## src/esc_pkg.sv

```systemverilog
`timescale 1ns / 1ps

package esc_pkg;

    // Controller states
    typedef enum logic [2:0] {
        S_IDLE,
        S_MUL,
        S_BACK,
        S_SUB,
        S_FIX,
        S_STORE,
        S_MONTH,
        S_OUT
    } t_state;

    // Which constant division is in flight
    typedef enum logic [2:0] {
        DIV_SEC,
        DIV_MIN,
        DIV_HR,
        DIV_PER,
        DIV_YEAR
    } t_div;

    typedef struct packed {
        logic load;
        logic mul;
        logic back;
        logic sub;
        logic fix;
        logic store;
        logic mstep;
        logic out_load;
        t_div div;
    } t_cmd;

    typedef struct packed {
        logic more;
        logic out_free;
    } t_stat;

    localparam int unsigned DIVISOR_W = 11;

    localparam logic [63:0] TWO_POW_32 = 64'd1 << 32;

    // floor(2^32 / d): the estimate is low by at most one
    localparam logic [31:0] RECIP_60   = 32'(TWO_POW_32 / 60);
    localparam logic [31:0] RECIP_24   = 32'(TWO_POW_32 / 24);
    localparam logic [31:0] RECIP_1461 = 32'(TWO_POW_32 / 1461);
    localparam logic [31:0] RECIP_365  = 32'(TWO_POW_32 / 365);

    localparam logic [15:0] DAYS_1968_TO_1970 = 16'd731;
    localparam logic [10:0] DAYS_TO_MARCH     = 11'd60;
    localparam logic [10:0] DAYS_PER_YEAR     = 11'd365;
    localparam logic [7:0]  BASE_YEAR         = 8'd68;
    localparam logic [3:0]  MONTH_INIT        = 4'd12;
    localparam logic [8:0]  START_INIT        = 9'd366;

    localparam logic [8:0] MONTH_START [12] = '{
        9'd0, 9'd31, 9'd59, 9'd90, 9'd120, 9'd151,
        9'd181, 9'd212, 9'd243, 9'd273, 9'd304, 9'd334
    };

    function automatic logic [31:0] div_recip(input t_div sel);
        logic [31:0] val;
        case (sel)
            DIV_SEC:  val = RECIP_60;
            DIV_MIN:  val = RECIP_60;
            DIV_HR:   val = RECIP_24;
            DIV_PER:  val = RECIP_1461;
            DIV_YEAR: val = RECIP_365;
            default:  val = RECIP_60;
        endcase
        return val;
    endfunction

    function automatic logic [DIVISOR_W-1:0] div_value(input t_div sel);
        logic [DIVISOR_W-1:0] val;
        case (sel)
            DIV_SEC:  val = 11'd60;
            DIV_MIN:  val = 11'd60;
            DIV_HR:   val = 11'd24;
            DIV_PER:  val = 11'd1461;
            DIV_YEAR: val = DAYS_PER_YEAR;
            default:  val = 11'd60;
        endcase
        return val;
    endfunction

endpackage

```

## src/epoch_seconds_to_calendar.sv

```systemverilog
`timescale 1ns / 1ps

// Converts an unsigned 32-bit count of seconds since 1970-01-01 00:00:00 into
// second, minute, hour, day of month (1-31), zero-based month and year minus
// 1900. Every input value is legal; the leap rule is "every fourth year", so
// dates are exact through 2099 and run one day behind from 2100-03-01 on.
// One request is taken at a time: o_ready is high only while the block is
// idle. A request passes through five constant divisions (by 60, 60, 24,
// 1461 and 365) that share one 32x32 multiplier, each as reciprocal
// estimate, back-multiply, subtract, one-step correction and store, then a
// month search that steps back one month per cycle from December (one to
// twelve steps), and then a load of the output register, which waits while
// that register still holds an unaccepted result. The finished result sits
// in that output register, so the next request is accepted while it waits
// for i_ready.
module epoch_seconds_to_calendar (
    input  logic        i_clk,
    input  logic        i_rst_n,
    input  logic        i_valid,
    output logic        o_ready,
    input  logic [31:0] i_epoch_seconds,
    output logic        o_valid,
    input  logic        i_ready,
    output logic [5:0]  o_second_of_minute,
    output logic [5:0]  o_minute_of_hour,
    output logic [4:0]  o_hour_of_day,
    output logic [4:0]  o_day_of_month,
    output logic [3:0]  o_month_index,
    output logic [7:0]  o_years_since_1900
);
    import esc_pkg::*;

    t_cmd  cmd;
    t_stat stat;

    // sequence the divisions and the month walk
    esc_ctrl u_ctrl (
        .i_clk   (i_clk),
        .i_rst_n (i_rst_n),
        .i_valid (i_valid),
        .i_stat  (stat),
        .o_ready (o_ready),
        .o_cmd   (cmd)
    );

    // shared multiplier, partial results, month table and output register
    esc_dpath u_dpath (
        .i_clk              (i_clk),
        .i_rst_n            (i_rst_n),
        .i_cmd              (cmd),
        .i_epoch_seconds    (i_epoch_seconds),
        .i_ready            (i_ready),
        .o_stat             (stat),
        .o_valid            (o_valid),
        .o_second_of_minute (o_second_of_minute),
        .o_minute_of_hour   (o_minute_of_hour),
        .o_hour_of_day      (o_hour_of_day),
        .o_day_of_month     (o_day_of_month),
        .o_month_index      (o_month_index),
        .o_years_since_1900 (o_years_since_1900)
    );

endmodule

```

## src/esc_ctrl.sv

```systemverilog
`timescale 1ns / 1ps

module esc_ctrl (
    input  logic           i_clk,
    input  logic           i_rst_n,
    input  logic           i_valid,
    input  esc_pkg::t_stat i_stat,
    output logic           o_ready,
    output esc_pkg::t_cmd  o_cmd
);
    import esc_pkg::*;

    t_state r_state, n_state;
    t_div   r_div, n_div;

    always_ff @(posedge i_clk) begin
        if (!i_rst_n) begin
            r_state <= S_IDLE;
            r_div   <= DIV_SEC;
        end else begin
            r_state <= n_state;
            r_div   <= n_div;
        end
    end

    always_comb begin
        n_state = r_state;
        n_div   = r_div;
        o_ready = 1'b0;
        o_cmd   = '0;
        o_cmd.div = r_div;
        case (r_state)
            S_IDLE: begin
                o_ready    = 1'b1;
                o_cmd.load = i_valid;
                if (i_valid) begin
                    n_state = S_MUL;
                    n_div   = DIV_SEC;
                end
            end
            S_MUL: begin
                o_cmd.mul = 1'b1;
                n_state   = S_BACK;
            end
            S_BACK: begin
                o_cmd.back = 1'b1;
                n_state    = S_SUB;
            end
            S_SUB: begin
                o_cmd.sub = 1'b1;
                n_state   = S_FIX;
            end
            S_FIX: begin
                o_cmd.fix = 1'b1;
                n_state   = S_STORE;
            end
            S_STORE: begin
                o_cmd.store = 1'b1;
                if (r_div == DIV_YEAR) begin
                    n_state = S_MONTH;
                end else begin
                    n_state = S_MUL;
                    n_div   = t_div'(r_div + 3'd1);
                end
            end
            S_MONTH: begin
                // walk back one month per cycle until the start fits
                o_cmd.mstep = i_stat.more;
                if (!i_stat.more) begin
                    n_state = S_OUT;
                end
            end
            S_OUT: begin
                o_cmd.out_load = i_stat.out_free;
                if (i_stat.out_free) begin
                    n_state = S_IDLE;
                end
            end
            default: begin
                n_state = S_IDLE;
            end
        endcase
    end

endmodule

```

## src/esc_dpath.sv

```systemverilog
`timescale 1ns / 1ps

module esc_dpath (
    input  logic                         i_clk,
    input  logic                         i_rst_n,
    input  esc_pkg::t_cmd                i_cmd,
    input  logic [31:0]                  i_epoch_seconds,
    input  logic                         i_ready,
    output esc_pkg::t_stat               o_stat,
    output logic                         o_valid,
    output logic [5:0]                   o_second_of_minute,
    output logic [5:0]                   o_minute_of_hour,
    output logic [4:0]                   o_hour_of_day,
    output logic [4:0]                   o_day_of_month,
    output logic [3:0]                   o_month_index,
    output logic [7:0]                   o_years_since_1900
);
    import esc_pkg::*;

    // shared divider datapath
    logic [31:0] r_num;
    logic [63:0] r_prod;
    logic [31:0] r_quo;
    logic [31:0] r_rem;

    // partial results
    logic [5:0]  r_sec;
    logic [5:0]  r_min;
    logic [4:0]  r_hr;
    logic [15:0] r_d68;
    logic [10:0] r_prem;
    logic [7:0]  r_year;
    logic        r_leap;
    logic [8:0]  r_doy;
    logic [3:0]  r_m;
    logic [8:0]  r_start;

    // output stage
    logic        r_out_valid;
    logic [5:0]  r_o_sec;
    logic [5:0]  r_o_min;
    logic [4:0]  r_o_hr;
    logic [4:0]  r_o_day;
    logic [3:0]  r_o_mon;
    logic [7:0]  r_o_year;

    logic [DIVISOR_W-1:0] divisor;
    logic [31:0]          mul_a;
    logic [31:0]          mul_b;
    logic [63:0]          mul_p;
    logic                 rem_over;
    logic                 after_feb;
    logic [5:0]           leaps;
    logic [15:0]          d68_next;
    logic [3:0]           m_dec;
    logic [8:0]           start_next;
    logic [8:0]           day_full;

    assign divisor = div_value(i_cmd.div);

    // one multiplier: reciprocal estimate, then quotient times divisor
    assign mul_a = i_cmd.mul ? r_num : r_prod[63:32];
    assign mul_b = i_cmd.mul ? div_recip(i_cmd.div) : {21'd0, divisor};
    assign mul_p = mul_a * mul_b;

    assign rem_over  = r_rem >= {21'd0, divisor};
    assign after_feb = r_rem[10:0] >= DAYS_TO_MARCH;
    assign leaps     = r_quo[5:0] + {5'd0, after_feb};
    assign d68_next  = r_quo[15:0] + DAYS_1968_TO_1970;

    assign m_dec      = r_m - 4'd1;
    assign start_next = MONTH_START[m_dec] + {8'd0, r_leap && (m_dec >= 4'd2)};
    assign day_full   = r_doy - r_start + 9'd1;

    assign o_stat.more     = (r_doy < r_start) && (r_m != 4'd0);
    assign o_stat.out_free = !r_out_valid || i_ready;

    always_ff @(posedge i_clk) begin
        if (i_cmd.load) begin
            r_num <= i_epoch_seconds;
        end
        if (i_cmd.mul) begin
            r_prod <= mul_p;
        end
        if (i_cmd.back) begin
            r_quo  <= r_prod[63:32];
            r_prod <= {32'd0, mul_p[31:0]};
        end
        if (i_cmd.sub) begin
            r_rem <= r_num - r_prod[31:0];
        end
        if (i_cmd.fix && rem_over) begin
            r_quo <= r_quo + 32'd1;
            r_rem <= r_rem - {21'd0, divisor};
        end
        if (i_cmd.store) begin
            case (i_cmd.div)
                DIV_SEC: begin
                    r_sec <= r_rem[5:0];
                    r_num <= r_quo;
                end
                DIV_MIN: begin
                    r_min <= r_rem[5:0];
                    r_num <= r_quo;
                end
                DIV_HR: begin
                    r_hr  <= r_rem[4:0];
                    r_d68 <= d68_next;
                    r_num <= {16'd0, d68_next};
                end
                DIV_PER: begin
                    r_prem <= r_rem[10:0];
                    r_num  <= {16'd0, r_d68 - {10'd0, leaps}};
                end
                DIV_YEAR: begin
                    r_year  <= r_quo[7:0] + BASE_YEAR;
                    r_leap  <= (r_quo[1:0] == 2'b00);
                    r_doy   <= r_rem[8:0] + {8'd0, (r_prem >= DAYS_TO_MARCH)
                               && (r_prem <= DAYS_PER_YEAR)};
                    r_m     <= MONTH_INIT;
                    r_start <= START_INIT;
                end
                default: begin
                    r_num <= r_quo;
                end
            endcase
        end
        if (i_cmd.mstep) begin
            r_m     <= m_dec;
            r_start <= start_next;
        end
        if (i_cmd.out_load) begin
            r_o_sec  <= r_sec;
            r_o_min  <= r_min;
            r_o_hr   <= r_hr;
            r_o_day  <= day_full[4:0];
            r_o_mon  <= r_m;
            r_o_year <= r_year;
        end
    end

    always_ff @(posedge i_clk) begin
        if (!i_rst_n) begin
            r_out_valid <= 1'b0;
        end else if (i_cmd.out_load) begin
            r_out_valid <= 1'b1;
        end else if (i_ready) begin
            r_out_valid <= 1'b0;
        end
    end

    assign o_valid            = r_out_valid;
    assign o_second_of_minute = r_o_sec;
    assign o_minute_of_hour   = r_o_min;
    assign o_hour_of_day      = r_o_hr;
    assign o_day_of_month     = r_o_day;
    assign o_month_index      = r_o_mon;
    assign o_years_since_1900 = r_o_year;

endmodule

```

## config.mk

```make
export PLATFORM = sky130hd
export DESIGN_NAME = epoch_seconds_to_calendar
export DESIGN_NICKNAME = d
export VERILOG_FILES = /design/src/esc_pkg.sv /design/src/epoch_seconds_to_calendar.sv /design/src/esc_ctrl.sv /design/src/esc_dpath.sv
export SDC_FILE = /design/constraint.sdc
export NUM_CORES = 2
export LEC_CHECK = 0
export BUFFER_PORTS_ARGS = -buffer_cell sky130_fd_sc_hd__buf_2
export CORE_ASPECT_RATIO = 1.4
export CORE_UTILIZATION = 35
export DETAILED_ROUTE_END_ITERATION = 16
export GPL_ROUTABILITY_DRIVEN = 1
export PLACE_DENSITY_LB_ADDON = 0.12
export SETUP_SLACK_MARGIN = 0.02
export SYNTH_ARGS = -nofsm -noshare
export SYNTH_HDL_FRONTEND = slang
export SYNTH_HIERARCHICAL = 1
export SYNTH_SLANG_ARGS = --single-unit
```

## constraint.sdc

```tcl
create_clock -name i_clk -period 9.25 [get_ports i_clk]
set_clock_uncertainty 0.15 [all_clocks]
set_input_delay 0.4625 -clock i_clk [delete_from_list [all_inputs] [get_ports i_clk]]
set_output_delay 0.4625 -clock i_clk [all_outputs]
set_load 0.01 [all_outputs]
```

==> metrics.md <==
| Metric | Value |
|---|---|
| Fmax | `approximately 110 MHz` |
| Number of global-route vias before repair | `37900` |
| Worst EP required | `9540 ps` |
| Non-Filler Instances | `slightly below 7000` |
| WP data arrival | `9270 ps` |
| Critical path origin | `u_ctrl/r_state[2]` |
| Worst Hold Slack | `36.6 ps` |
| Synthesis Warnings | `6` |
| GRT Total Usage | `0.299` |
| Most frequent CP cell | `fa_1` |
| Reg2reg end | `u_dpath/r_prod[50]` |
| Mean Syn Cell Area | `9.20 um^2` |
| Die Width | `300 um` |
| H-tree levels | `2` |
| Routed vias/inst | `5.18` |
| Post-Synthesis Cells | `4739` |
| DR vias | `34800` |
| Kind of critical path | `reg -> reg` |
| Cell at the slowest stage of the critical path | `fa_1` |
| Clock period minus final worst setup slack | `8980 ps` |
| Status | `finished, final reports clean` |
| Hold Path Origin | `i_epoch_seconds[20]` |
| Fin crit share | `0.971` |
| Reg2reg start | `u_ctrl/r_state[2]` |
| Synth Area in Compound Gates | `0.0878` |
| Total gr overflow | `0` |
| Rows | `152` |
| Total routed wirelength | `184000 um` |
| Synthesized flop and latch total | `274` |
| Core Area | `123000 um^2` |
| Final Hold Viols | `0` |
| Clk Latency, worst-skew pair | `580 ps` |
| Worst-path clk slew | `60 ps` |
| Post-route ant nets | `0` |
| PortBufs | `between 70 and 80` |
| Switch Pwr | `7.70 mW` |
| Critical Path Source Type | `flop` |
| Max layer used | `met5` |
| Top-Level Pins | `~70` |
| CTS tree | `built` |
| Post-synthesis mux area share | `0.0120` |
| Die area | `roughly 130000 um^2` |
| Peak supply drop | `around 0.00037 V` |
| Synth Flop Type | `edfxtp_1` |
| Worst reg2reg path depth | `34` |
| Area of the mapped netlist | `approximately 44000 um^2` |
| Sequential share of power | `0.132` |
| Clk root buf | `clkbuf_16` |
| Area occupied by multi-input gates | `31300 um^2` |
| Crit-path max FO | `21` |
| Async SR Flop Fraction | `0` |
| Initial antenna violation count | `11` |
| Power density over the cells | `310 nW/um^2` |
| First-pass GRT wire length | `265000 um` |
| Cell Int Power | `7.73 mW` |
| R2R Setup Slk | `270 ps` |
| Residual DRC | `0` |
| Clock buffer depth | `3` |
| WL met1 | `62000 um` |
| Max-cap violations | `0` |
| Slew headroom | `0.233` |
| Worst hold path class | `in -> reg` |
| Post-synth EDFFs | `a little over 200` |
| CTS Buf Count | `34` |
| Initial core utilization | `0.355` |
| WHS Path Cells | `3` |
| Clock Power Share | `0.090` |
| Commonest non-fill, non-tap cells in the layout | `1150 x inv_1, 742 x fa_1, 413 x nor2_1` |
| Hold path endpoint | `u_dpath/r_num[20]` |
| Register Area | `7530 um^2` |
| Commonest non-fill, non-tap cell in the layout | `inv_1` |
| Number of fill cells in the layout | `12600` |
| Distinct cells, synth | `84` |
| Post-DP HPWL | `160000 um` |
| Largest family of logic cells by synthesized area | `adder cells` |
| Pre-antenna DRT Iters | `6` |
| Area grow syn2layout | `14.1%` |
| Post-synthesis adder-cell area fraction | `0.457` |
| Final Slew Violations | `0` |
| WL met3 | `8390 um` |
| Nets | `6261` |
| Worst slew pin tran | `approximately 1100 ps` |
| Metal2 WL | `92800 um` |
| Crit. End Element | `flop` |
| Layout cells sized above 1 | `0.114` |
| Leak pwr | `~25 nW` |
| Synth Area in Simple Gates | `0.120` |
| Routability cong. | `1.00` |
| Post-Synth XOR/XNOR Area | `0.0361` |
| Sequential area share after synthesis | `0.173` |
| Gate power share | `0.777` |
| Clk sink count | `274` |
| Pin count of the biggest net entering global routing | `68` |
| Placed Cells | `6651` |
| Routed WL per cell | `about 27 um` |
| Die height | `between 400 and 500 um` |
| Slowest stage delay, CP | `about 620 ps` |
| DRT iter0 DRCs | `2183` |
| Final setup viols | `0` |
| RSZ-0062 raised after global routing | `no` |
| Total Negative Setup Slacks | `0 ps` |
| Switching Fraction | `0.499` |
## cell type report
cell class / count / share of cell area
Clock inverter: 17 / 0.00364
Tap cell: 1617 / 0.0406
Clock buffer: 45 / 0.0187
Timing Repair Buffer: 462 / 0.0702
Antenna cell: 9 / 0.000452
Multi-Input combinational cell: 3154 / 0.628
Sequential cell: 274 / 0.151
Inverter: 1154 / 0.0871
## what timing repair did
item,4_1_cts,5_1_grt
setup buffers,0,9
hold buffers,0,0
setup endpoints to repair,0,18
gates resized for setup,0,36
## state kept, by name, indices dropped and copies added (netlist names), 6 cells and up
signal                      cells
u_dpath/r_prod                 63
u_dpath/r_num                  32
u_dpath/r_quo                  32
u_dpath/r_rem                  32
u_dpath/r_d68                  16
u_dpath/r_prem                 10
u_dpath/r_doy                   9
u_dpath/r_start                 9
u_dpath/o_years_since_1900      8
u_dpath/r_year                  8
u_dpath/o_minute_of_hour        6
u_dpath/o_second_of_minute      6
u_dpath/r_min                   6
u_dpath/r_sec                   6
## synth_stat cells, drive strengths merged (5+ instances only)
cell / instances / share of area
a22oi: 6 / 0.0010
edfxtp: 204 / 0.14
xnor2: 100 / 0.020
a21oi: 153 / 0.018
a21o: 52 / 0.0089
nor3: 55 / 0.0064
inv: 1152 / 0.099
nand4: 35 / 0.0050
a211oi: 18 / 0.0031
or3: 15 / 0.0022
fa: 744 / 0.34
o211ai: 7 / 0.0012
o221ai: 10 / 0.0020
nor2b: 24 / 0.0034
nor4: 16 / 0.0026
ha: 401 / 0.12
xor2: 80 / 0.016
dfxtp: 70 / 0.032
a21boi: 15 / 0.0026
nor3b: 5 / 0.00086
nand2b: 28 / 0.0041
or2: 12 / 0.0017
buf: 43 / 0.0054
o21a: 43 / 0.0074
a311oi: 6 / 0.0016
o21bai: 12 / 0.0021
o31a: 6 / 0.0012
and2: 39 / 0.0056
a31oi: 22 / 0.0032
o31ai: 9 / 0.0015
and3: 19 / 0.0027
o21ai: 182 / 0.021
nor2: 419 / 0.036
mux2i: 48 / 0.011
a221oi: 8 / 0.0016
o22ai: 30 / 0.0043
clkbuf: 118 / 0.010
nand3: 152 / 0.017
nand2: 320 / 0.028
## cell families after synthesis
logic type      Yosys count
other cells               1
compound gates          611
mux                      52
xor+xnor                180
flops                   274
fa+ha+maj              1146
buf+inv                1316
simple gates           1159
## power by group through the flow
| stage | clock network [mW] | logic (mW) | registers [mW] |
|---|---|---|---|
| finish | 1.39 | 12.0 | 2.04 |
| global placement | 0 | 12.0 | 2.06 |
| CTS | 1.44 | 12.1 | 2.04 |
| detailed placement | 0 | 12.0 | 2.06 |
| global route | 1.47 | 13.3 | 2.04 |
| floorplan | 0 | 7.14 | 1.93 |
## worst max-delay path, delay by kind of cell (launching register included)
kind	cells	cell delay, ps
adder cells (fa/ha/maj)	9	3980
AO/OA/AOI/OAI	8	1730
buffers and inverters	11	1660
AND/OR/NAND/NOR	5	870
flip-flops	1	320
XOR/XNOR	1	130
## metrics by stage
step / util / instance area (um^2) / setup slack, ps / power, mW
global placement: 0.394 / 48400 / 257 / 14.1
global route: 0.404 / 49800 / 1.89 / 16.8
finish: 0.405 / 49800 / 271 / 15.4
detailed placement: 0.394 / 48400 / 234 / 14.1
floorplan: - / 43600 / 84.2 / 9.07
CTS: 0.403 / 49500 / 215 / 15.6
## how the worst max path moves through the flow
stage / cells after the start / to / slack [ps]
finish: 34 / u_dpath/r_prod[50] / 270
global route: 34 / u_dpath/r_prod[50] / 2
CTS: 32 / u_dpath/r_prod[55] / 210
detailed placement: 32 / u_dpath/r_prod[55] / 230
global placement: 29 / u_dpath/r_prod[54] / 260
floorplan: 31 / u_dpath/r_prod[49] / 80
## metal layers
metal | track usage | up-vias
li1 | - | 15500
met2 | 0.533 | 1163
met5 | 0 | -
met3 | 0.0372 | 503
met4 | 0.279 | 4
met1 | 0.302 | 17600
(Power assumes the default switching activity.)
